--- config.mk ---
export PLATFORM = sky130hd
export DESIGN_NAME = brfa_stale_fifo
export DESIGN_NICKNAME = d
export VERILOG_FILES = /design/src/design/best_fit_range_allocator_core_macros.svh /design/src/design/brfa_pkg.sv /design/src/design/brfa_stale_fifo.sv
export SDC_FILE = /design/constraint.sdc
export NUM_CORES = 1
export LEC_CHECK = 0
export ABC_AREA = 0
export BUFFER_PORTS_ARGS = -buffer_cell sky130_fd_sc_hd__buf_2
export CORE_MARGIN = 2
export CORE_UTILIZATION = 60
export CTS_CLUSTER_SIZE = 40
export DETAILED_ROUTE_END_ITERATION = 6
export PLACE_DENSITY = 0.76
export SYNTH_ARGS = -nofsm -noshare
export SYNTH_HDL_FRONTEND = slang
export SYNTH_SLANG_ARGS = --single-unit
--- constraint.sdc ---
create_clock -name clk -period 6 [get_ports clk]
set_input_delay 0.6 -clock clk [delete_from_list [all_inputs] [get_ports clk]]
set_output_delay 0.6 -clock clk [all_outputs]
set_load 0.01 [all_outputs]
--- src/design/best_fit_range_allocator_core_macros.svh ---
// ----------------------------------------------------------------------------
// Assertion macros for the best-fit range allocator
// Concurrent checks that compile to nothing when SYNTHESIS is defined.
// ----------------------------------------------------------------------------
`ifndef BEST_FIT_RANGE_ALLOCATOR_CORE_MACROS_SVH
`define BEST_FIT_RANGE_ALLOCATOR_CORE_MACROS_SVH
`ifndef SYNTHESIS
`define BRFA_ASSERT_IMPLIES(lbl, ante, cons) \
    lbl: assert property (@(posedge clk) disable iff (!rst_n) (ante) |-> (cons)) \
        else $error("brfa: check failed");
`define BRFA_ASSERT_NEXT(lbl, ante, cons) \
    lbl: assert property (@(posedge clk) disable iff (!rst_n) (ante) |=> (cons)) \
        else $error("brfa: check failed");
`else
`define BRFA_ASSERT_IMPLIES(lbl, ante, cons)
`define BRFA_ASSERT_NEXT(lbl, ante, cons)
`endif
`endif

--- src/design/brfa_pkg.sv ---
// ----------------------------------------------------------------------------
// brfa_pkg
// Shared widths, codes and types of the best-fit range allocator.
// ----------------------------------------------------------------------------
package brfa_pkg;

    localparam int MAX_SLOTS    = 1024;
    localparam int MAX_RANGES   = 512;
    localparam int STALE_DEPTH  = 64;

    localparam int SLOT_W       = 10;
    localparam int LEN_W        = 11;
    localparam int HEAP_W       = 11;
    localparam int ADDR_W       = 48;
    localparam int STRIDE_W     = 13;
    localparam int PROD_W       = SLOT_W + STRIDE_W;
    localparam int DIV_CNT_W    = 6;
    localparam int CFG_IDX_W    = 2;
    localparam int CFG_DATA_W   = 48;
    localparam int OP_W         = 2;
    localparam int STATUS_W     = 2;

    localparam int RESET_HEAP   = 1024;
    localparam int RESET_STRIDE = 32;

    typedef enum logic [OP_W-1:0] {
        OP_ALLOC   = 2'd0,
        OP_FREE    = 2'd1,
        OP_RELEASE = 2'd2,
        OP_NONE    = 2'd3
    } op_t;

    typedef enum logic [STATUS_W-1:0] {
        STATUS_OK         = 2'd0,
        STATUS_NO_SPACE   = 2'd1,
        STATUS_QUEUE_FULL = 2'd2
    } status_t;

    typedef enum logic [CFG_IDX_W-1:0] {
        REG_HEAP_SIZE    = 2'd0,
        REG_BASE_ADDRESS = 2'd1,
        REG_SLOT_STRIDE  = 2'd2
    } cfg_reg_t;

    typedef enum logic [3:0] {
        ST_IDLE,
        ST_ALLOC_SCAN,
        ST_ALLOC_APPLY,
        ST_GRANT_MUL,
        ST_GRANT_ADD,
        ST_FREE_DIV,
        ST_REL_READ,
        ST_REL_SCAN,
        ST_REL_DECIDE,
        ST_REL_APPLY
    } state_t;

    typedef struct packed {
        logic              valid;
        logic [SLOT_W-1:0] start;
        logic [LEN_W-1:0]  len;
    } range_entry_t;

    typedef struct packed {
        logic [SLOT_W-1:0] start;
        logic [LEN_W-1:0]  len;
    } stale_entry_t;

    typedef struct packed {
        logic shift;
        logic init;
    } cell_ctl_t;

    localparam range_entry_t EMPTY_ENTRY = '0;
    localparam range_entry_t HEAD_RESET_ENTRY =
        '{valid: 1'b1, start: '0, len: LEN_W'(RESET_HEAP)};

    function automatic logic [HEAP_W-1:0] sat_heap(input logic [HEAP_W-1:0] v);
        logic [HEAP_W-1:0] r;
        r = v;
        if (v == '0)
            r = HEAP_W'(1);
        else if (v > HEAP_W'(MAX_SLOTS))
            r = HEAP_W'(MAX_SLOTS);
        return r;
    endfunction

endpackage

--- src/design/brfa_stale_fifo.sv ---
// ----------------------------------------------------------------------------
// brfa_stale_fifo
// Storage of freed ranges waiting for release; registered read port.
// ----------------------------------------------------------------------------
module brfa_stale_fifo #(
    parameter int DEPTH = brfa_pkg::STALE_DEPTH,
    parameter int AW    = (DEPTH > 1) ? $clog2(DEPTH) : 1
) (
    input  logic                   clk,
    input  logic                   wr_en,
    input  logic [AW-1:0]          wr_addr,
    input  brfa_pkg::stale_entry_t wr_data,
    input  logic                   rd_en,
    input  logic [AW-1:0]          rd_addr,
    output brfa_pkg::stale_entry_t rd_data
);

    brfa_pkg::stale_entry_t mem [DEPTH];
    brfa_pkg::stale_entry_t rd_data_reg;

    always_ff @(posedge clk)
    begin
        if (wr_en)
            mem[wr_addr] <= wr_data;
        if (rd_en)
            rd_data_reg <= mem[rd_addr];
    end

    assign rd_data = rd_data_reg;

endmodule

==> flow_summary.yaml <==
drt:
  antenna_left: 0
  vias_per_cell: 7.01
  drc: 0
  routed_wl_um: 130000
  vias: 25358
  first_pass_iters: 6
  drt-initial-drc-count: 4096
  wl_per_cell_um: 35.9
pwr:
  p_leak_nw: 18.2
  powerDensity_nw_per_um2: 338
  ir_drop_uv: 304
critical_path:
  crit_slowest_cell: "buf_8"
  crit_type: "in2reg"
  worstPathArrival_ns: 3.76
  cpPeakStageDelay_ns: 0.71
  crit_path_cell_trace: "buf_8 -> buf_4 -> mux4_2 -> mux4_2 -> o21ai_0 -> o31ai_1"
  cp_common_cell: "mux4_2"
  cp.required_ns: 6.43
  startpoint_type: "primary input"
  crit_fanout: 83
  cp-end-kind: "register"
timing:
  tns_ns: 0
  max_freq_mhz: 301
  slew_viol_final: 0
  slew_headroom: 0.119
  fin_crit_sh: 0.554
  skew_ns: 0.0223
  hold_viol: 0
  fin_crit_ns: 3.32
  rsz0062_at_grt: "false"
  setup_violations: 0
  worst_pin_slew_ns: 1.32
clock_tree:
  cts_root_buf: "clkbuf_16"
  post_cts_resized: 0
  tritoncts: "done"
  cts.sinks: 1365
  cts_buffers: 135
  cts_setup_buffers: 0
  clk_path_buf_depth: 3
  clk_pin_slew_worst_paths_ns: 0.06
  hold_buffers: 0
  insertion_delay_ns: 0.74
  h-tree-depth: 4
grt:
  grt_first_pass_wirelength_um: 186000
  overflow: 0
  grt_pass1_vias: 25518
  grt.busiest_layer: "met2"
  grt_use_met2: 0.474
  antenna_found_initial: 15
  grt_max_degree: 86
  grt_use_total: 0.298
  grt_util_met1: 0.407
  use_met3: 0.0658
floorplan:
  core_um2: 85400
  pin_count: 57
  die_w_um: 298
  initial_utilization: 0.608
  die_h_um: 298
  rows: 107
  die_area_um2: 88900
synth:
  yosys_warnings: 0
  syn-cell-area_um2: 51900
  ys_ff_latch: 1365
  syn_avg_cell_area_um2: 23.7
  synth_nets: 2226
  netlist_instances: 2190
  synth_seq_area_share: 0.789
  synth.distinct_cells: 34
finish:
  fillers: 5027
  multi_input_area_um2: 10500
  ff_latch_area_um2: 41000
  layout_common_cells: "edfxtp_1 (1365), mux4_2 (356), clkbuf_16 (139)"
  layout_commonest_cell: "edfxtp_1"
  design_area_um2: 58400
  final_nets: 2406
  largest_reg_flops: 1344
  synthToLayoutAreaGrowth_pct: 12.4
  drive_gt1_frac: 0.312
run_status:
  outcome: "complete, no violations"
place:
  dp_hpwl_um: 70800
  port_buffers: 56
  placedInstanceArea_um2: 54100
  gp_congestion: 0.836
flow_run:
  cap_violations: 0
min_path:
  hold_path_class: "in2reg"
## cell families (layout without fill, tap and decap cells)
family                 after synthesis  in the layout  synth area share
DFF                               1365           1365             0.789
muxes                              413            413             0.166
and+or+nand+nor                    155            155            0.0146
AOI/OAI and AO/OA                  139            139            0.0187
buffers and inverters              118            396            0.0119
other                                0              6                 0
## routing by layer
layer / wire [µm] / vias up
met5: 59 / -
met2: 63800 / 1988
li1: - / 9793
met4: 5930 / 8
met1: 45100 / 13229
met3: 15100 / 340
## metrics by stage
step / worst slack (ns) / total power, mW / utilization / instances / hold slack [ns]
final: 2.68 / 19.7 / 0.683 / 3618 / 0.389
after global routing: 2.59 / 20.2 / 0.683 / 3615 / 0.387
after CTS: 2.64 / 19.8 / 0.683 / 3612 / 0.341
after detailed placement: 1.94 / 11.8 / 0.633 / 3377 / 0.908
after global placement: 1.87 / 11.7 / 0.633 / 3376 / 0.884
after floorplan: 2.98 / 11.3 / - / 2190 / 0.699
## layout make-up
cell class	instances	area share
well taps	1144	0.0245
clock buffers	167	0.0614
multi-input cells	707	0.180
repair buffers	161	0.0198
diodes	6	0.000257
flip-flops and latches	1365	0.702
clock inverters	68	0.0114
## final timing paths
path	from	endpoint	slack (ns)	cells after the start
setup / recovery	rd_addr[0]	rd_data[2]	2.68	6
hold / removal	wr_addr[2]	mem[48][13]	0.39	2
setup reg to reg	mem[52][2]	rd_data[2]	3.47	4
hold reg to reg	mem[50][18]	rd_data[18]	0.92	3
## power by group
part           total, mW  leakage [nW]  internal [mW]  switching (mW)
combinational      0.964          3.82          0.341           0.623
clock               8.16          2.06           4.61            3.54
sequential          10.6          12.3           10.6          0.0376
total               19.7          18.2           15.5            4.21
## synth_stat cells
master | instances | area share
edfxtp_1 | 1365 | 0.79
mux4_2 | 356 | 0.15
nor2_1 | 73 | 0.0053
clkbuf_1 | 53 | 0.0038
mux2i_1 | 51 | 0.0098
o221ai_1 | 34 | 0.0057
buf_4 | 28 | 0.0040
nor2b_1 | 25 | 0.0030
buf_2 | 24 | 0.0023
o21ai_0 | 21 | 0.0020
o31ai_1 | 20 | 0.0029
o22ai_1 | 18 | 0.0022
a22oi_1 | 16 | 0.0023
nand2_1 | 16 | 0.0012
a211oi_1 | 14 | 0.0020
a21oi_1 | 14 | 0.0013
nand3_1 | 9 | 0.00087
buf_1 | 8 | 0.00058
mux2_2 | 6 | 0.0013
nand2b_1 | 6 | 0.00072
nand3b_1 | 6 | 0.00087
or4_1 | 6 | 0.00087
buf_6 | 5 | 0.0011
nand4_1 | 3 | 0.00036
nor3_1 | 3 | 0.00029
o21ai_1 | 2 | 0.00019
and2_0 | 1 | 0.00012
and2_1 | 1 | 0.00012
nand4b_1 | 1 | 0.00017
nor4_1 | 1 | 0.00012
or2_2 | 1 | 0.00012
or3_1 | 1 | 0.00012
or3b_2 | 1 | 0.00017
or4b_2 | 1 | 0.00019
## worst max-delay path: cells and delay by family
family | cells | cell delay, ns
mux | 2 | 1.15
buf+inv | 2 | 1.12
compound gates | 2 | 0.72
Power figures use the tool's default switching activity.
