**config.mk**
```make
export PLATFORM = sky130hd
export DESIGN_NAME = brfa_cell
export DESIGN_NICKNAME = d
export VERILOG_FILES = /design/src/design/best_fit_range_allocator_core_macros.svh /design/src/design/brfa_pkg.sv /design/src/design/brfa_cell.sv
export SDC_FILE = /design/constraint.sdc
export NUM_CORES = 1
export LEC_CHECK = 0
export BUFFER_PORTS_ARGS = -buffer_cell sky130_fd_sc_hd__buf_4
export CAP_MARGIN = 15
export CORE_AREA = 2 2 57 59
export DETAILED_ROUTE_END_ITERATION = 10
export DIE_AREA = 0 0 59 61
export PLACE_DENSITY = 0.78
export SYNTH_ARGS = -nofsm -noshare
export SYNTH_HDL_FRONTEND = slang
export SYNTH_SLANG_ARGS = --single-unit
```
**constraint.sdc**
```tcl
create_clock -name clk -period 0.8 [get_ports clk]
set_input_delay 0.08 -clock clk [delete_from_list [all_inputs] [get_ports clk]]
set_output_delay 0.08 -clock clk [all_outputs]
set_load 0.1 [all_outputs]
```
**src/design/best_fit_range_allocator_core_macros.svh**
```systemverilog
// ----------------------------------------------------------------------------
// Assertion macros for the best-fit range allocator
// Concurrent checks that compile to nothing when SYNTHESIS is defined.
// ----------------------------------------------------------------------------
`ifndef BEST_FIT_RANGE_ALLOCATOR_CORE_MACROS_SVH
`define BEST_FIT_RANGE_ALLOCATOR_CORE_MACROS_SVH
`ifndef SYNTHESIS
`define BRFA_ASSERT_IMPLIES(lbl, ante, cons) \
    lbl: assert property (@(posedge clk) disable iff (!rst_n) (ante) |-> (cons)) \
        else $error("brfa: check failed");
`define BRFA_ASSERT_NEXT(lbl, ante, cons) \
    lbl: assert property (@(posedge clk) disable iff (!rst_n) (ante) |=> (cons)) \
        else $error("brfa: check failed");
`else
`define BRFA_ASSERT_IMPLIES(lbl, ante, cons)
`define BRFA_ASSERT_NEXT(lbl, ante, cons)
`endif
`endif

```
**src/design/brfa_pkg.sv**
```systemverilog
// ----------------------------------------------------------------------------
// brfa_pkg
// Shared widths, codes and types of the best-fit range allocator.
// ----------------------------------------------------------------------------
package brfa_pkg;

    localparam int MAX_SLOTS    = 1024;
    localparam int MAX_RANGES   = 512;
    localparam int STALE_DEPTH  = 64;

    localparam int SLOT_W       = 10;
    localparam int LEN_W        = 11;
    localparam int HEAP_W       = 11;
    localparam int ADDR_W       = 48;
    localparam int STRIDE_W     = 13;
    localparam int PROD_W       = SLOT_W + STRIDE_W;
    localparam int DIV_CNT_W    = 6;
    localparam int CFG_IDX_W    = 2;
    localparam int CFG_DATA_W   = 48;
    localparam int OP_W         = 2;
    localparam int STATUS_W     = 2;

    localparam int RESET_HEAP   = 1024;
    localparam int RESET_STRIDE = 32;

    typedef enum logic [OP_W-1:0] {
        OP_ALLOC   = 2'd0,
        OP_FREE    = 2'd1,
        OP_RELEASE = 2'd2,
        OP_NONE    = 2'd3
    } op_t;

    typedef enum logic [STATUS_W-1:0] {
        STATUS_OK         = 2'd0,
        STATUS_NO_SPACE   = 2'd1,
        STATUS_QUEUE_FULL = 2'd2
    } status_t;

    typedef enum logic [CFG_IDX_W-1:0] {
        REG_HEAP_SIZE    = 2'd0,
        REG_BASE_ADDRESS = 2'd1,
        REG_SLOT_STRIDE  = 2'd2
    } cfg_reg_t;

    typedef enum logic [3:0] {
        ST_IDLE,
        ST_ALLOC_SCAN,
        ST_ALLOC_APPLY,
        ST_GRANT_MUL,
        ST_GRANT_ADD,
        ST_FREE_DIV,
        ST_REL_READ,
        ST_REL_SCAN,
        ST_REL_DECIDE,
        ST_REL_APPLY
    } state_t;

    typedef struct packed {
        logic              valid;
        logic [SLOT_W-1:0] start;
        logic [LEN_W-1:0]  len;
    } range_entry_t;

    typedef struct packed {
        logic [SLOT_W-1:0] start;
        logic [LEN_W-1:0]  len;
    } stale_entry_t;

    typedef struct packed {
        logic shift;
        logic init;
    } cell_ctl_t;

    localparam range_entry_t EMPTY_ENTRY = '0;
    localparam range_entry_t HEAD_RESET_ENTRY =
        '{valid: 1'b1, start: '0, len: LEN_W'(RESET_HEAP)};

    function automatic logic [HEAP_W-1:0] sat_heap(input logic [HEAP_W-1:0] v);
        logic [HEAP_W-1:0] r;
        r = v;
        if (v == '0)
            r = HEAP_W'(1);
        else if (v > HEAP_W'(MAX_SLOTS))
            r = HEAP_W'(MAX_SLOTS);
        return r;
    endfunction

endpackage

```
**src/design/brfa_cell.sv**
```systemverilog
// ----------------------------------------------------------------------------
// brfa_cell
// One free-range table entry; passes its entry to the neighbor on shift.
// ----------------------------------------------------------------------------
module brfa_cell #(
    parameter brfa_pkg::range_entry_t RST_ENTRY = brfa_pkg::EMPTY_ENTRY
) (
    input  logic                   clk,
    input  logic                   rst_n,
    input  brfa_pkg::cell_ctl_t    ctl,
    input  brfa_pkg::range_entry_t init_entry,
    input  brfa_pkg::range_entry_t in_entry,
    output brfa_pkg::range_entry_t out_entry
);

    brfa_pkg::range_entry_t entry_reg;
    brfa_pkg::range_entry_t entry_next;

    always_comb
    begin
        entry_next = entry_reg;
        if (ctl.init)
            entry_next = init_entry;
        else if (ctl.shift)
            entry_next = in_entry;
    end

    always_ff @(posedge clk or negedge rst_n)
    begin
        if (!rst_n)
            entry_reg <= RST_ENTRY;
        else
            entry_reg <= entry_next;
    end

    assign out_entry = entry_reg;

endmodule

```
==> results.sh <==
export IMPL_ff_latch_area_um2=633
export IMPL_drive_above_1_share_pct=53.0
export IMPL_path_delay_family="flip-flops"
export IMPL_required_ns=0.72
export IMPL_power_frac_seq_pct=38.3
export IMPL_num_antenna_cells=0
export IMPL_synth_warnings=0
export IMPL_period_minus_slack_ns=1.08
export IMPL_power_leakage_nw=0.998
export IMPL_setup_violations_final=44
export IMPL_grt_usage_pct=19.3
export IMPL_dr_pass1_iters=4
export IMPL_num_rows=20
export IMPL_critPathBufInv=1
export IMPL_rsz0062_at_grt="true"
export IMPL_worstPathArrival_ns=1.00
export IMPL_synth_area_per_cell_um2=10.9
export IMPL_synth_simple_gate_area_share_pct=7.91
export IMPL_synth_area_leader_cell="dfrtp_1"
export IMPL_worst_setup_path_start_kind="flop"
export IMPL_irDropWorstVdd_mv=0.867
export IMPL_ant_nets=0
export IMPL_nNetsFinal=233
export IMPL_fmax_mhz=928
export IMPL_drc=0
export IMPL_switching_share_pct=40.2
export IMPL_yosys_cell_types_count=9
export IMPL_syn2layout_area_growth_pct=107
export IMPL_synth_top_area_share_pct=52.8
export IMPL_worst_slew_pin_slew_ns=0.403
export IMPL_r2r_cells=2
export IMPL_comb_power_share_pct=48.1
export IMPL_p_sw_mw=1.47
export IMPL_post_cts_buffers=0
export IMPL_core_mm2=0.00295
export IMPL_ios=70
export IMPL_synth_cell_area_mm2=0.00104
export IMPL_synthMuxAreaShare_pct=21.1
export IMPL_synth_nets=144
export IMPL_grt_pass1_vias=1113
export IMPL_grt_overflow=0
export IMPL_synth_fa_ha_area_share_pct=0
export IMPL_postLayoutCoreUtil_pct=73.1
export IMPL_clockBufferDepth=2
export IMPL_critPathSlowestCell="dfrtp_4"
export IMPL_largest_register_ffs=22
export IMPL_critical_path_cell_count=1
export IMPL_fin_ws_ns=-0.278
export IMPL_htreeDepth=1
export IMPL_r2r_start="out_entry[4]"
export IMPL_clkTransAtPathRegs_ns=0.12
export IMPL_drt_wl_total_um=3180
export IMPL_p_int_mw=2.18
export IMPL_critPathMaxFanout=2
export IMPL_finClkSkew_ns=0
export IMPL_synth_xor_area_share_pct=0
export IMPL_drt_iter0_drc=43
export IMPL_fp_dieW_um=59
export IMPL_cts_sinks=22
export IMPL_setup_worst_path_class="reg -> out"
export IMPL_worstSetupEndpoint="out_entry[4]"
export IMPL_synth_cells=96
export IMPL_grt_pass1_wl_um=5220
export IMPL_vias_per_cell=4.76
export IMPL_tritoncts="yes"
export IMPL_gp_congestion=0.691
export IMPL_drv_slew=0
export IMPL_synth_top_family_by_area="multiplexers"
export IMPL_relSlewSlack_pct=73.2
export IMPL_clk_latency_ns=0.29
export IMPL_dieArea_mm2=0.00360
export IMPL_cellPowerDensity_mw_per_mm2=1690
export IMPL_clkPwrFrac_pct=13.6
export IMPL_vias=1028
export IMPL_cts_root_buf="clkbuf_4"
export IMPL_crit_chain="buf_12"
export IMPL_die_h_um=61
export IMPL_synth_compound_area_share_pct=10.9
export IMPL_status="finished with violations"
export IMPL_worstSetupEndpointType="output port"
export IMPL_initial_utilization_pct=35.3
export IMPL_r2r_end="out_entry[4]"
export IMPL_numCtsBuffers=3
export IMPL_setup_tns_ns=-6.61
export IMPL_rrSetupSlack_ns=-0.08
export IMPL_cpPeakStageDelay_ns=0.52
export IMPL_critPathLaunch="out_entry[4]"
export IMPL_fillCellCount=189
export IMPL_fin_crit_sh_pct=135
export IMPL_grt_max_degree=45
export IMPL_cap_viol_max_count=0
export IMPL_failed_checks="negative setup slack"
export IMPL_grt_antenna_before_repair=0
export IMPL_port_buffer_count=69
export IMPL_multiInputGateArea_um2=417
export IMPL_ys_seq_area_share_pct=52.8
export IMPL_route_detailed_wl_per_inst_um=14.7
export IMPL_hold_violations=0
export IMPL_synthTopCellsByArea="dfrtp_1 53%, mux2i_1 21%, o21ai_1 9.1%"
export IMPL_synth_ff_latch_count=22
export IMPL_hold_path_class="in -> reg"
-- routing by layer --
| metal | part of all wire, % | track usage, % |
|---|---|---|
| met5 | 0 | 0 |
| met1 | 39 | 23.3 |
| met2 | 52 | 35.4 |
| met4 | 0 | 3.90 |
| met3 | 8.8 | 4.05 |
-- kinds of logic (layout without fill, tap and decap cells) --
kind of cell | count (synthesis) | count (layout)
and+or+nand+nor | 22 | 22
buffers and inverters | 8 | 95
muxes | 22 | 22
AOI/OAI and AO/OA | 22 | 22
DFF | 22 | 22
-- cells in the mapped netlist, drive strengths merged --
master / number
dfrtp: 22
mux2i: 22
nand2: 22
o21ai: 22
buf: 8
-- cell usage in the layout (no fill, tap or decap), drive strengths merged --
cell / count
dlygate4sd3: 21
clkbuf: 3
nand2: 22
buf: 71
o21ai: 22
dfrtp: 22
mux2i: 22
-- stage by stage --
step	setup WS, ns	power [mW]	area (um2)	hold WS, ns	std cells
global route	-0.310	3.81	2160	0.00962	216
detailed placement	-0.0357	2.76	1650	-0.0101	192
CTS	-0.281	3.66	2150	0.00598	215
floorplan	-0.170	2.36	1130	-0.216	96
global placement	-0.000481	2.74	1650	-0.0189	192
finish	-0.278	3.65	2160	0.00913	216
-- power by group through the flow --
| stage | clock network, mW | logic, mW | registers, mW |
|---|---|---|---|
| after floorplan | 0 | 0.229 | 2.13 |
| after global placement | 0 | 1.39 | 1.36 |
| after detailed placement | 0 | 1.40 | 1.36 |
| after CTS | 0.522 | 1.74 | 1.40 |
| after global routing | 0.568 | 1.83 | 1.42 |
| final | 0.497 | 1.76 | 1.40 |
-- what timing repair did --
action                     in CTS  in global routing
hold buffers                   20                  1
gates cloned                    0                  0
hold endpoints to repair       41                  1
resized for setup              68                  0
setup endpoints to repair      43                 44
-- area by class of cell --
| type | count | share of cell area, % |
|---|---|---|
| Timing Repair Buffer | 92 | 48.4 |
| Sequential cell | 22 | 29.4 |
| Multi-Input combinational cell | 66 | 19.3 |
| Tap cell | 33 | 1.91 |
| Clock buffer | 3 | 1.04 |
-- how the worst min path moves through the flow --
stage / slack, ns / end / from / cells past startpoint
floorplan: -0.22 / out_entry[0] / rst_n / 0
global placement: -0.02 / out_entry[11] / rst_n / 1
detailed placement: -0.01 / out_entry[18] / rst_n / 1
CTS: 0.006 / out_entry[18] / init_entry[18] / 3
global route: 0.01 / out_entry[9] / init_entry[9] / 3
finish: 0.009 / out_entry[9] / init_entry[9] / 3
(Power assumes the default switching activity.)
