===== src/design/best_fit_range_allocator_core_macros.svh =====
// ----------------------------------------------------------------------------
// Assertion macros for the best-fit range allocator
// Concurrent checks that compile to nothing when SYNTHESIS is defined.
// ----------------------------------------------------------------------------
`ifndef BEST_FIT_RANGE_ALLOCATOR_CORE_MACROS_SVH
`define BEST_FIT_RANGE_ALLOCATOR_CORE_MACROS_SVH
`ifndef SYNTHESIS
`define BRFA_ASSERT_IMPLIES(lbl, ante, cons) \
    lbl: assert property (@(posedge clk) disable iff (!rst_n) (ante) |-> (cons)) \
        else $error("brfa: check failed");
`define BRFA_ASSERT_NEXT(lbl, ante, cons) \
    lbl: assert property (@(posedge clk) disable iff (!rst_n) (ante) |=> (cons)) \
        else $error("brfa: check failed");
`else
`define BRFA_ASSERT_IMPLIES(lbl, ante, cons)
`define BRFA_ASSERT_NEXT(lbl, ante, cons)
`endif
`endif


===== src/design/brfa_pkg.sv =====
// ----------------------------------------------------------------------------
// brfa_pkg
// Shared widths, codes and types of the best-fit range allocator.
// ----------------------------------------------------------------------------
package brfa_pkg;

    localparam int MAX_SLOTS    = 1024;
    localparam int MAX_RANGES   = 512;
    localparam int STALE_DEPTH  = 64;

    localparam int SLOT_W       = 10;
    localparam int LEN_W        = 11;
    localparam int HEAP_W       = 11;
    localparam int ADDR_W       = 48;
    localparam int STRIDE_W     = 13;
    localparam int PROD_W       = SLOT_W + STRIDE_W;
    localparam int DIV_CNT_W    = 6;
    localparam int CFG_IDX_W    = 2;
    localparam int CFG_DATA_W   = 48;
    localparam int OP_W         = 2;
    localparam int STATUS_W     = 2;

    localparam int RESET_HEAP   = 1024;
    localparam int RESET_STRIDE = 32;

    typedef enum logic [OP_W-1:0] {
        OP_ALLOC   = 2'd0,
        OP_FREE    = 2'd1,
        OP_RELEASE = 2'd2,
        OP_NONE    = 2'd3
    } op_t;

    typedef enum logic [STATUS_W-1:0] {
        STATUS_OK         = 2'd0,
        STATUS_NO_SPACE   = 2'd1,
        STATUS_QUEUE_FULL = 2'd2
    } status_t;

    typedef enum logic [CFG_IDX_W-1:0] {
        REG_HEAP_SIZE    = 2'd0,
        REG_BASE_ADDRESS = 2'd1,
        REG_SLOT_STRIDE  = 2'd2
    } cfg_reg_t;

    typedef enum logic [3:0] {
        ST_IDLE,
        ST_ALLOC_SCAN,
        ST_ALLOC_APPLY,
        ST_GRANT_MUL,
        ST_GRANT_ADD,
        ST_FREE_DIV,
        ST_REL_READ,
        ST_REL_SCAN,
        ST_REL_DECIDE,
        ST_REL_APPLY
    } state_t;

    typedef struct packed {
        logic              valid;
        logic [SLOT_W-1:0] start;
        logic [LEN_W-1:0]  len;
    } range_entry_t;

    typedef struct packed {
        logic [SLOT_W-1:0] start;
        logic [LEN_W-1:0]  len;
    } stale_entry_t;

    typedef struct packed {
        logic shift;
        logic init;
    } cell_ctl_t;

    localparam range_entry_t EMPTY_ENTRY = '0;
    localparam range_entry_t HEAD_RESET_ENTRY =
        '{valid: 1'b1, start: '0, len: LEN_W'(RESET_HEAP)};

    function automatic logic [HEAP_W-1:0] sat_heap(input logic [HEAP_W-1:0] v);
        logic [HEAP_W-1:0] r;
        r = v;
        if (v == '0)
            r = HEAP_W'(1);
        else if (v > HEAP_W'(MAX_SLOTS))
            r = HEAP_W'(MAX_SLOTS);
        return r;
    endfunction

endpackage


===== src/design/brfa_div.sv =====
// ----------------------------------------------------------------------------
// brfa_div
// Restoring divider, one quotient bit per cycle (address offset / stride).
// ----------------------------------------------------------------------------
module brfa_div (
    input  logic                          clk,
    input  logic                          rst_n,
    input  logic                          go,
    input  logic [brfa_pkg::ADDR_W-1:0]   dividend,
    input  logic [brfa_pkg::STRIDE_W-1:0] divisor,
    output logic [brfa_pkg::ADDR_W-1:0]   quotient,
    output logic                          done
);

    localparam int AW = brfa_pkg::ADDR_W;
    localparam int SW = brfa_pkg::STRIDE_W;
    localparam int CW = brfa_pkg::DIV_CNT_W;

    logic [SW-1:0] rem_reg, rem_next;
    logic [AW-1:0] quo_reg, quo_next;
    logic [CW-1:0] cnt_reg, cnt_next;
    logic          run_reg, run_next;
    logic          done_reg, done_next;
    logic [SW:0]   trial;
    logic          ge;

    assign trial = {rem_reg, quo_reg[AW-1]};
    assign ge    = trial >= {1'b0, divisor};

    always_comb
    begin
        rem_next  = rem_reg;
        quo_next  = quo_reg;
        cnt_next  = cnt_reg;
        run_next  = run_reg;
        done_next = 1'b0;
        if (go)
        begin
            rem_next = '0;
            quo_next = dividend;
            cnt_next = '0;
            run_next = 1'b1;
        end
        else if (run_reg)
        begin
            rem_next = ge ? SW'(trial - {1'b0, divisor}) : trial[SW-1:0];
            quo_next = {quo_reg[AW-2:0], ge};
            cnt_next = cnt_reg + CW'(1);
            if (cnt_reg == CW'(AW - 1))
            begin
                run_next  = 1'b0;
                done_next = 1'b1;
            end
        end
    end

    always_ff @(posedge clk or negedge rst_n)
    begin
        if (!rst_n)
        begin
            run_reg  <= 1'b0;
            done_reg <= 1'b0;
            cnt_reg  <= '0;
        end
        else
        begin
            run_reg  <= run_next;
            done_reg <= done_next;
            cnt_reg  <= cnt_next;
        end
    end

    always_ff @(posedge clk)
    begin
        rem_reg <= rem_next;
        quo_reg <= quo_next;
    end

    assign quotient = quo_reg;
    assign done     = done_reg;

endmodule


===== config.mk =====
export PLATFORM = sky130hd
export DESIGN_NAME = brfa_div
export DESIGN_NICKNAME = d
export VERILOG_FILES = /design/src/design/best_fit_range_allocator_core_macros.svh /design/src/design/brfa_pkg.sv /design/src/design/brfa_div.sv
export SDC_FILE = /design/constraint.sdc
export NUM_CORES = 1
export LEC_CHECK = 0
export BUFFER_PORTS_ARGS = -buffer_cell sky130_fd_sc_hd__clkbuf_2
export CAP_MARGIN = 20
export CORE_MARGIN = 2
export CORE_UTILIZATION = 47
export CTS_CLUSTER_DIAMETER = 30
export CTS_CLUSTER_SIZE = 20
export DETAILED_ROUTE_END_ITERATION = 12
export GPL_TIMING_DRIVEN = 1
export MAX_ROUTING_LAYER = met4
export PLACE_DENSITY = 0.77
export SYNTH_ARGS = -nofsm -noshare
export SYNTH_HDL_FRONTEND = slang
export SYNTH_SLANG_ARGS = --single-unit

===== constraint.sdc =====
create_clock -name clk -period 2.1 [get_ports clk]
set_input_delay 0.105 -clock clk [delete_from_list [all_inputs] [get_ports clk]]
set_output_delay 0.105 -clock clk [all_outputs]
set_load 0.005 [all_outputs]

==> results of run 1 <==
-- cells in the mapped netlist, types with 6 or more instances --
cell / number
edfxtp_1: 48
dfxtp_1: 13
o21ai_1: 6
a311oi_1: 8
nand2_1: 8
dfrtp_1: 8
nor2_1: 27
clkbuf_1: 7
mux2_2: 48
inv_1: 19
ha_1: 14
nand3_1: 10
xnor2_1: 6
a21oi_1: 10
-- logic make-up (layout without fill, tap and decap cells) --
logic type	after synthesis	count (layout)	synth area share [%]
and+or+nand+nor	72	72	9.617
DFF	69	69	50.23
AOI/OAI and AO/OA	64	64	12.79
muxes	51	51	15.10
buffers and inverters	36	173	4.791
adders and majority gates	15	15	5.155
xor gates and xnor gates	10	10	2.313
-- final cells by class --
class                      instances  area share [%]
clock inverter                     6           2.270
tap                              102           2.601
timing repair buffer             137           15.79
clock buffer                      10           2.601
inverter                          20           1.530
multi-input combinational        212           36.44
sequential                        69           38.77
-- timing repair --
item	4_1_cts	5_1_grt
gates resized for setup	13	4
setup endpoints to repair	14	14
pin swaps	12	9
hold buffers	1	0
endpoints found under the hold margin	8	0
setup buffers	4	1
-- final timing paths --
kind / start / end / slack, ps
setup / recovery: quotient[47] / rem_reg[8] / -120
hold / removal: dividend[28] / quotient[28] / 60
setup reg to reg: quotient[47] / rem_reg[8] / -120
hold reg to reg: rem_reg[7] / rem_reg[7] / 530
max in group asynchronous: rst_n / cnt_reg[3] / 1750
min in group asynchronous: rst_n / run_reg / 170
-- metrics by stage --
stage	total power, W	hold slack (ps)	setup slack, ps	cells
2_1_floorplan	0.003149	-190.6	-61.49	317
3_3_place_gp	0.003646	-34.93	17.62	534
3_5_place_dp	0.003706	-37.96	-105.5	534
4_1_cts	0.005112	49.93	-80.84	555
5_1_grt	0.005432	61.04	-248.8	556
6_report	0.005159	63.66	-118.0	556
-- metal layers --
layer | global-route usage [%] | vias to the layer above | wire length [um]
met2 | 35.54 | 129 | 4673
met4 | 9.058 | 0 | 195
met3 | 4.414 | 24 | 615
met1 | 25.76 | 1423 | 3504
li1 | - | 1467 | -
met5 | - | - | 0
-- power by group --
part / total [W] / internal (W) / switching, W
combinational: 0.00200 / 0.000967 / 0.00103
clock: 0.00129 / 0.000789 / 0.000504
sequential: 0.00186 / 0.00170 / 0.000169
==> impl_results.md, run 1 <==
- Clk_lat worst skew: 340 ps
- Post-synth top flop: edfxtp_1
- Synth top area share: 38.07%
- Maximum vdd drop: 0.6554 mV
- CTS root buf: clkbuf_8
- Die area: 0.008789 sq mm
- Post-synth EDFFs: 48
- CTS tree: built
- Min cycle time layout: 2218 ps
- Mean Syn Cell Area: 11.94 sq um
- Max stage delay on crit path: 400 ps
- Synth async-reset ratio: 11.59%
- Syn Nets: 396
- Unrepaired setup endpoints after global routing: yes
- Cell Area, Synth: 0.003786 sq mm
- Drt first pass iters: 4
- Post-Synthesis Cells: 317
- Max Clock Skew: 11.04 ps
- Crit-path slowest cell: edfxtp_1
- Highest clock rate: 450.9 MHz
- DR vias: 3043
- Row count: 32
- CP Data Required Time: 2320 ps
- CP bufs+invs: 2
- Die width: 93.75 um
- Drt drc: 0
- YS warnings: 0
- Core Util, Final: 63.16%
- Setup-failing EPs final: 14
- Antenna diodes: 0
- Total CTS buffers: 9
- Routed wire per std cell: 16.17 um
- Cell taking the most area after synthesis: edfxtp_1
- Status: finished with violations
- P&R area growth vs syn: 29.58%
- Htree depth: 3
- Max reg flops: 48
- Gr usage total: 21.52%
- Synth area leaders: edfxtp_1 (38%), mux2_2 (14%), dfxtp_1 (6.9%), dfrtp_1 (5.3%), ha_1 (4.6%)
- Die Ht: 93.75 um
- Core Box Area: 0.007767 sq mm
- Nets: 528
- Top delay family on crit path: compound AO/OA/AOI/OAI gates
- RePlAce Congestion: 0.8735
- Most frequent cells in the layout: clkbuf_2 (112), edfxtp_1 (48), mux2_2 (47)
- Largest net degree at the start of global routing: 37
- IO Count: 113
- Number of port buffers: 112
- Fillers: 636
- Setup crit end kind: flip-flop
- Critical path class: reg2reg
- First-pass GRT wire length: 14.19 mm
- Slew margin rel.: 67.40%
- WP data arrival: 2440 ps
- CTS Sinks: 69
- Worst setup slack after layout: -118.0 ps
- Starting DRT DRC Count: 201
- Hold Path Class: in2reg
- Violations in the final reports: negative setup slack
- Most common cell after layout, fill and taps aside: clkbuf_2
- Share of layout cells above drive strength 1: 50.22%
- Starting density of the core: 48.74%
- Leakage: 2.186 nW
- Worst Path Max Fanout: 8
- DR vias/cell: 5.473
- Reg2Reg Depth: 10
- Number of global-route vias before repair: 3035
- Clock buffer depth: 2
- Post-route setup TNS: -866.0 ps
- Slew @ Worst Pin: 486.0 ps
- Clock Pin Slew Worst Setup and Hold Paths: 80 ps
- Grt total ovfl: 0
- PwrDens: 1051 mW/mm^2
- Register bit total from synthesis: 69
- Max Slew Vio Count: 0
- Number of antenna violations at the first check in global routing: 0
- Critical path launch point type: flip-flop
- Hold Path Stages: 2
- Fin crit share: 105.6%
- Area after DPL: 0.004541 sq mm
- Dpl hpwl: 6.565 mm
- Multi-input logic area: 0.001788 sq mm
- Register area share after synthesis: 50.23%
- Stages on worst setup path: 10
- Register Area: 0.001902 sq mm
- Crit-path cells: inv_1, ha_2, fa_2, nand2b_4, a21oi_4, o31ai_4, a21o_1, buf_6, a211oi_2, nor4_1
- Drt total wl: 8.988 mm
- Final ANT Viol Nets: 0
- Distinct cell type count after synthesis: 60
- Max-capacitance violation count: 0
- Cell area after layout: 0.004906 sq mm
- Endpoints failing hold: 0
Note: power is estimated with default switching activity, not from simulation.
==> inputs of run 2 (changes only) <==
--- a/config.mk
+++ b/config.mk
@@ -5,6 +5,7 @@
 export SDC_FILE = /design/constraint.sdc
 export NUM_CORES = 1
 export LEC_CHECK = 0
+export ABC_AREA = 1
 export BUFFER_PORTS_ARGS = -buffer_cell sky130_fd_sc_hd__clkbuf_2
 export CAP_MARGIN = 20
 export CORE_MARGIN = 2
@@ -14,7 +15,7 @@
 export DETAILED_ROUTE_END_ITERATION = 12
 export GPL_TIMING_DRIVEN = 1
 export MAX_ROUTING_LAYER = met4
-export PLACE_DENSITY = 0.77
+export PLACE_DENSITY_LB_ADDON = 0.05
 export SYNTH_ARGS = -nofsm -noshare
 export SYNTH_HDL_FRONTEND = slang
 export SYNTH_SLANG_ARGS = --single-unit
==> impl_results.md, run 2 <==
- Post-route setup TNS: 0 ps
- Highest clock rate: 521.4 MHz
- Max-capacitance violation count: 0
- Switching pwr: 0.001797 W
- Cell taking the most area after synthesis: edfxtp_1
- Register bit total from synthesis: 69
- Register area share after synthesis: 48.33%
- Gr usage total: 21.53%
- Share of layout cells above drive strength 1: 25.16%
- Number of antenna violations at the first check in global routing: 0
- DR vias: 3538
- Most frequent cells in the layout: nand2_1 (247), clkbuf_2 (112), inv_1 (60)
- Worst Path Max Fanout: 3
- Core Box Area: 0.008175 sq mm
- WP data arrival: 2150 ps
- Hold_ws: 39.16 ps
- CP Data Required Time: 2330 ps
- Antenna diodes: 0
- RePlAce Congestion: 0.8767
- Slew margin rel.: 32.67%
- Total CTS buffers: 9
- Cell-internal power: 0.002941 W
- Clock Pin Slew Worst Setup and Hold Paths: 80 ps
- Row count: 33
- Distinct cell type count after synthesis: 29
- Post-synth top cells: nand2_1 (247), inv_1 (61), edfxtp_1 (48)
- Synth area leaders: edfxtp_1 (37%), nand2_1 (24%), dfxtp_1 (6.6%), inv_1 (5.8%), dfrtp_1 (5.1%)
- Unrepaired setup endpoints after global routing: no
- Slew @ Worst Pin: 1009 ps
- Cell Area, Synth: 0.003935 sq mm
- Post-synth EDFFs: 48
- Htree depth: 3
- Grt total ovfl: 0
- Seq pwr share: 38.8%
- Number of global-route vias before repair: 3303
- DR vias/cell: 4.801
- Die area: 0.009120 sq mm
- Drt first pass iters: 4
- Starting density of the core: 48.13%
- Fin crit share: 91.34%
- Routed wire per std cell: 12.29 um
- Non-Filler Instances: 737
- Drt total wl: 9.060 mm
- Max reg flops: 48
- Drt drc: 0
- CTS root buf: clkbuf_8
- Hold Path Class: in2reg
- Leakage: 2.688 nW
- Starting DRT DRC Count: 158
- Die width: 95.50 um
- Cell total after placement: 720
- Min cycle time layout: 1918 ps
- Max Slew Vio Count: 0
- Mean Syn Cell Area: 7.686 sq um
- Endpoints failing hold: 0
- Clk_lat worst skew: 330 ps
- Critical path launch point type: flip-flop
- CTS Sinks: 69
- Critical path class: reg2reg
- Count leader, synth: nand2_1
- YS warnings: 0
- Number of port buffers: 112
- Synth top area share: 36.63%
- Setup-failing EPs final: 0
- Max Clock Skew: 8.840 ps
- Status: complete, no violations
- Dpl hpwl: 6.596 mm
- Post-Synthesis Cells: 512
- Post-synth top flop: edfxtp_1
- CTS tree: built
- Nets: 706
- Post-CTS resize count: 0
- Comb power frac: 38.9%
- Syn Nets: 591
- First-pass GRT wire length: 14.90 mm
- Setup crit end kind: flip-flop
- Most common cell after layout, fill and taps aside: nand2_1
- Die Ht: 95.50 um
- Clock buffer depth: 2
- Sw Share: 37.93%
- P&R area growth vs syn: 22.23%
- Power share of the clock group: 22.3%
- Synth async-reset ratio: 11.59%
- Maximum vdd drop: 0.3829 mV
- IO Count: 113
- Fillers: 800
- Final ANT Viol Nets: 0
- PwrDens: 985.0 mW/mm^2
- Largest net degree at the start of global routing: 51
-- run 2: cell count changes in the layout (fill, tap and decap cells not counted), moves of 12 or more --
cell	change
nand2_1	+241
nand3_1	+19
nand4_1	+14
buf_4	-12
inv_1	+41
mux2_2	-47
-- run 2: path summary, 6_finish.rpt --
kind                            depth (start not counted)  slack, ps            to          from
min in group asynchronous                               2        160    cnt_reg[5]         rst_n
max in group asynchronous                               2       1760       run_reg         rst_n
worst min-delay path                                    3         40  quotient[46]  dividend[46]
worst max-delay path                                   12        180    rem_reg[8]  quotient[47]
worst min register to register                          2        480   rem_reg[12]   rem_reg[12]
worst max register to register                         12        180    rem_reg[8]  quotient[47]
-- run 2: cell type report --
type	count	area (sq um)	share of cell area [%]
inverter	69	259.0	5.385
clock inverter	7	66.31	1.379
timing repair buffer	121	630.6	13.11
multi-input combinational	357	1697	35.28
clock buffer	9	123.9	2.575
tap	105	131.4	2.732
sequential	69	1902	39.54
-- run 2: timing repair --
action / in CTS / in global routing
hold endpoints to repair: 8 / 0
setup buffers: 0 / 0
hold buffers: 1 / 0
endpoints found under the setup margin: 0 / 0
-- run 2: cells by family (layout without fill, tap and decap cells) --
logic type	Yosys count	in the layout	synth area share, %
adders and majority gates	15	15	4.960
DFF	69	69	48.33
AOI/OAI and AO/OA	12	12	1.908
and+or+nand+nor	324	324	34.91
xor gates and xnor gates	6	6	1.336
buffers and inverters	86	206	8.553
-- run 2: metal layers --
metal | GRT usage, % | vias up | part of all wire (%)
li1 | - | 1836 | -
met1 | 28.15 | 1600 | 45
met2 | 34.74 | 96 | 49
met3 | 4.111 | 6 | 5.1
met4 | 5.476 | 0 | 0.72
met5 | - | - | 0
-- run 2: critical path: stages (launching register included) --
cell and delay [ps]:
edfxtp_1 350, inv_1 60, ha_1 210, fa_1 400
inv_1 110, nand3_1 80, nand3_1 150, nand2_1 70
nand2_1 70, xor2_1 140, nand2_1 60, nand3_1 70
nand2_1 50
-- run 2: through the flow --
stage	utilization, %	cell area (sq um)	total power, W	setup slack [ps]
after global placement	56.38	4609	0.003665	273.0
after CTS	58.83	4810	0.004789	204.1
after global routing	58.83	4810	0.005137	44.18
after floorplan	-	3935	0.003217	47.87
final	58.83	4810	0.004738	181.9
after detailed placement	56.38	4609	0.003700	219.8
-- run 2: power groups by stage --
| stage | logic (W) | clock network, W | registers, W |
|---|---|---|---|
| after global routing | 0.00211 | 0.00116 | 0.00187 |
| after floorplan | 0.00139 | 0 | 0.00183 |
| final | 0.00184 | 0.00106 | 0.00184 |
| after detailed placement | 0.00184 | 0 | 0.00186 |
| after CTS | 0.00185 | 0.00110 | 0.00184 |
| after global placement | 0.00180 | 0 | 0.00186 |
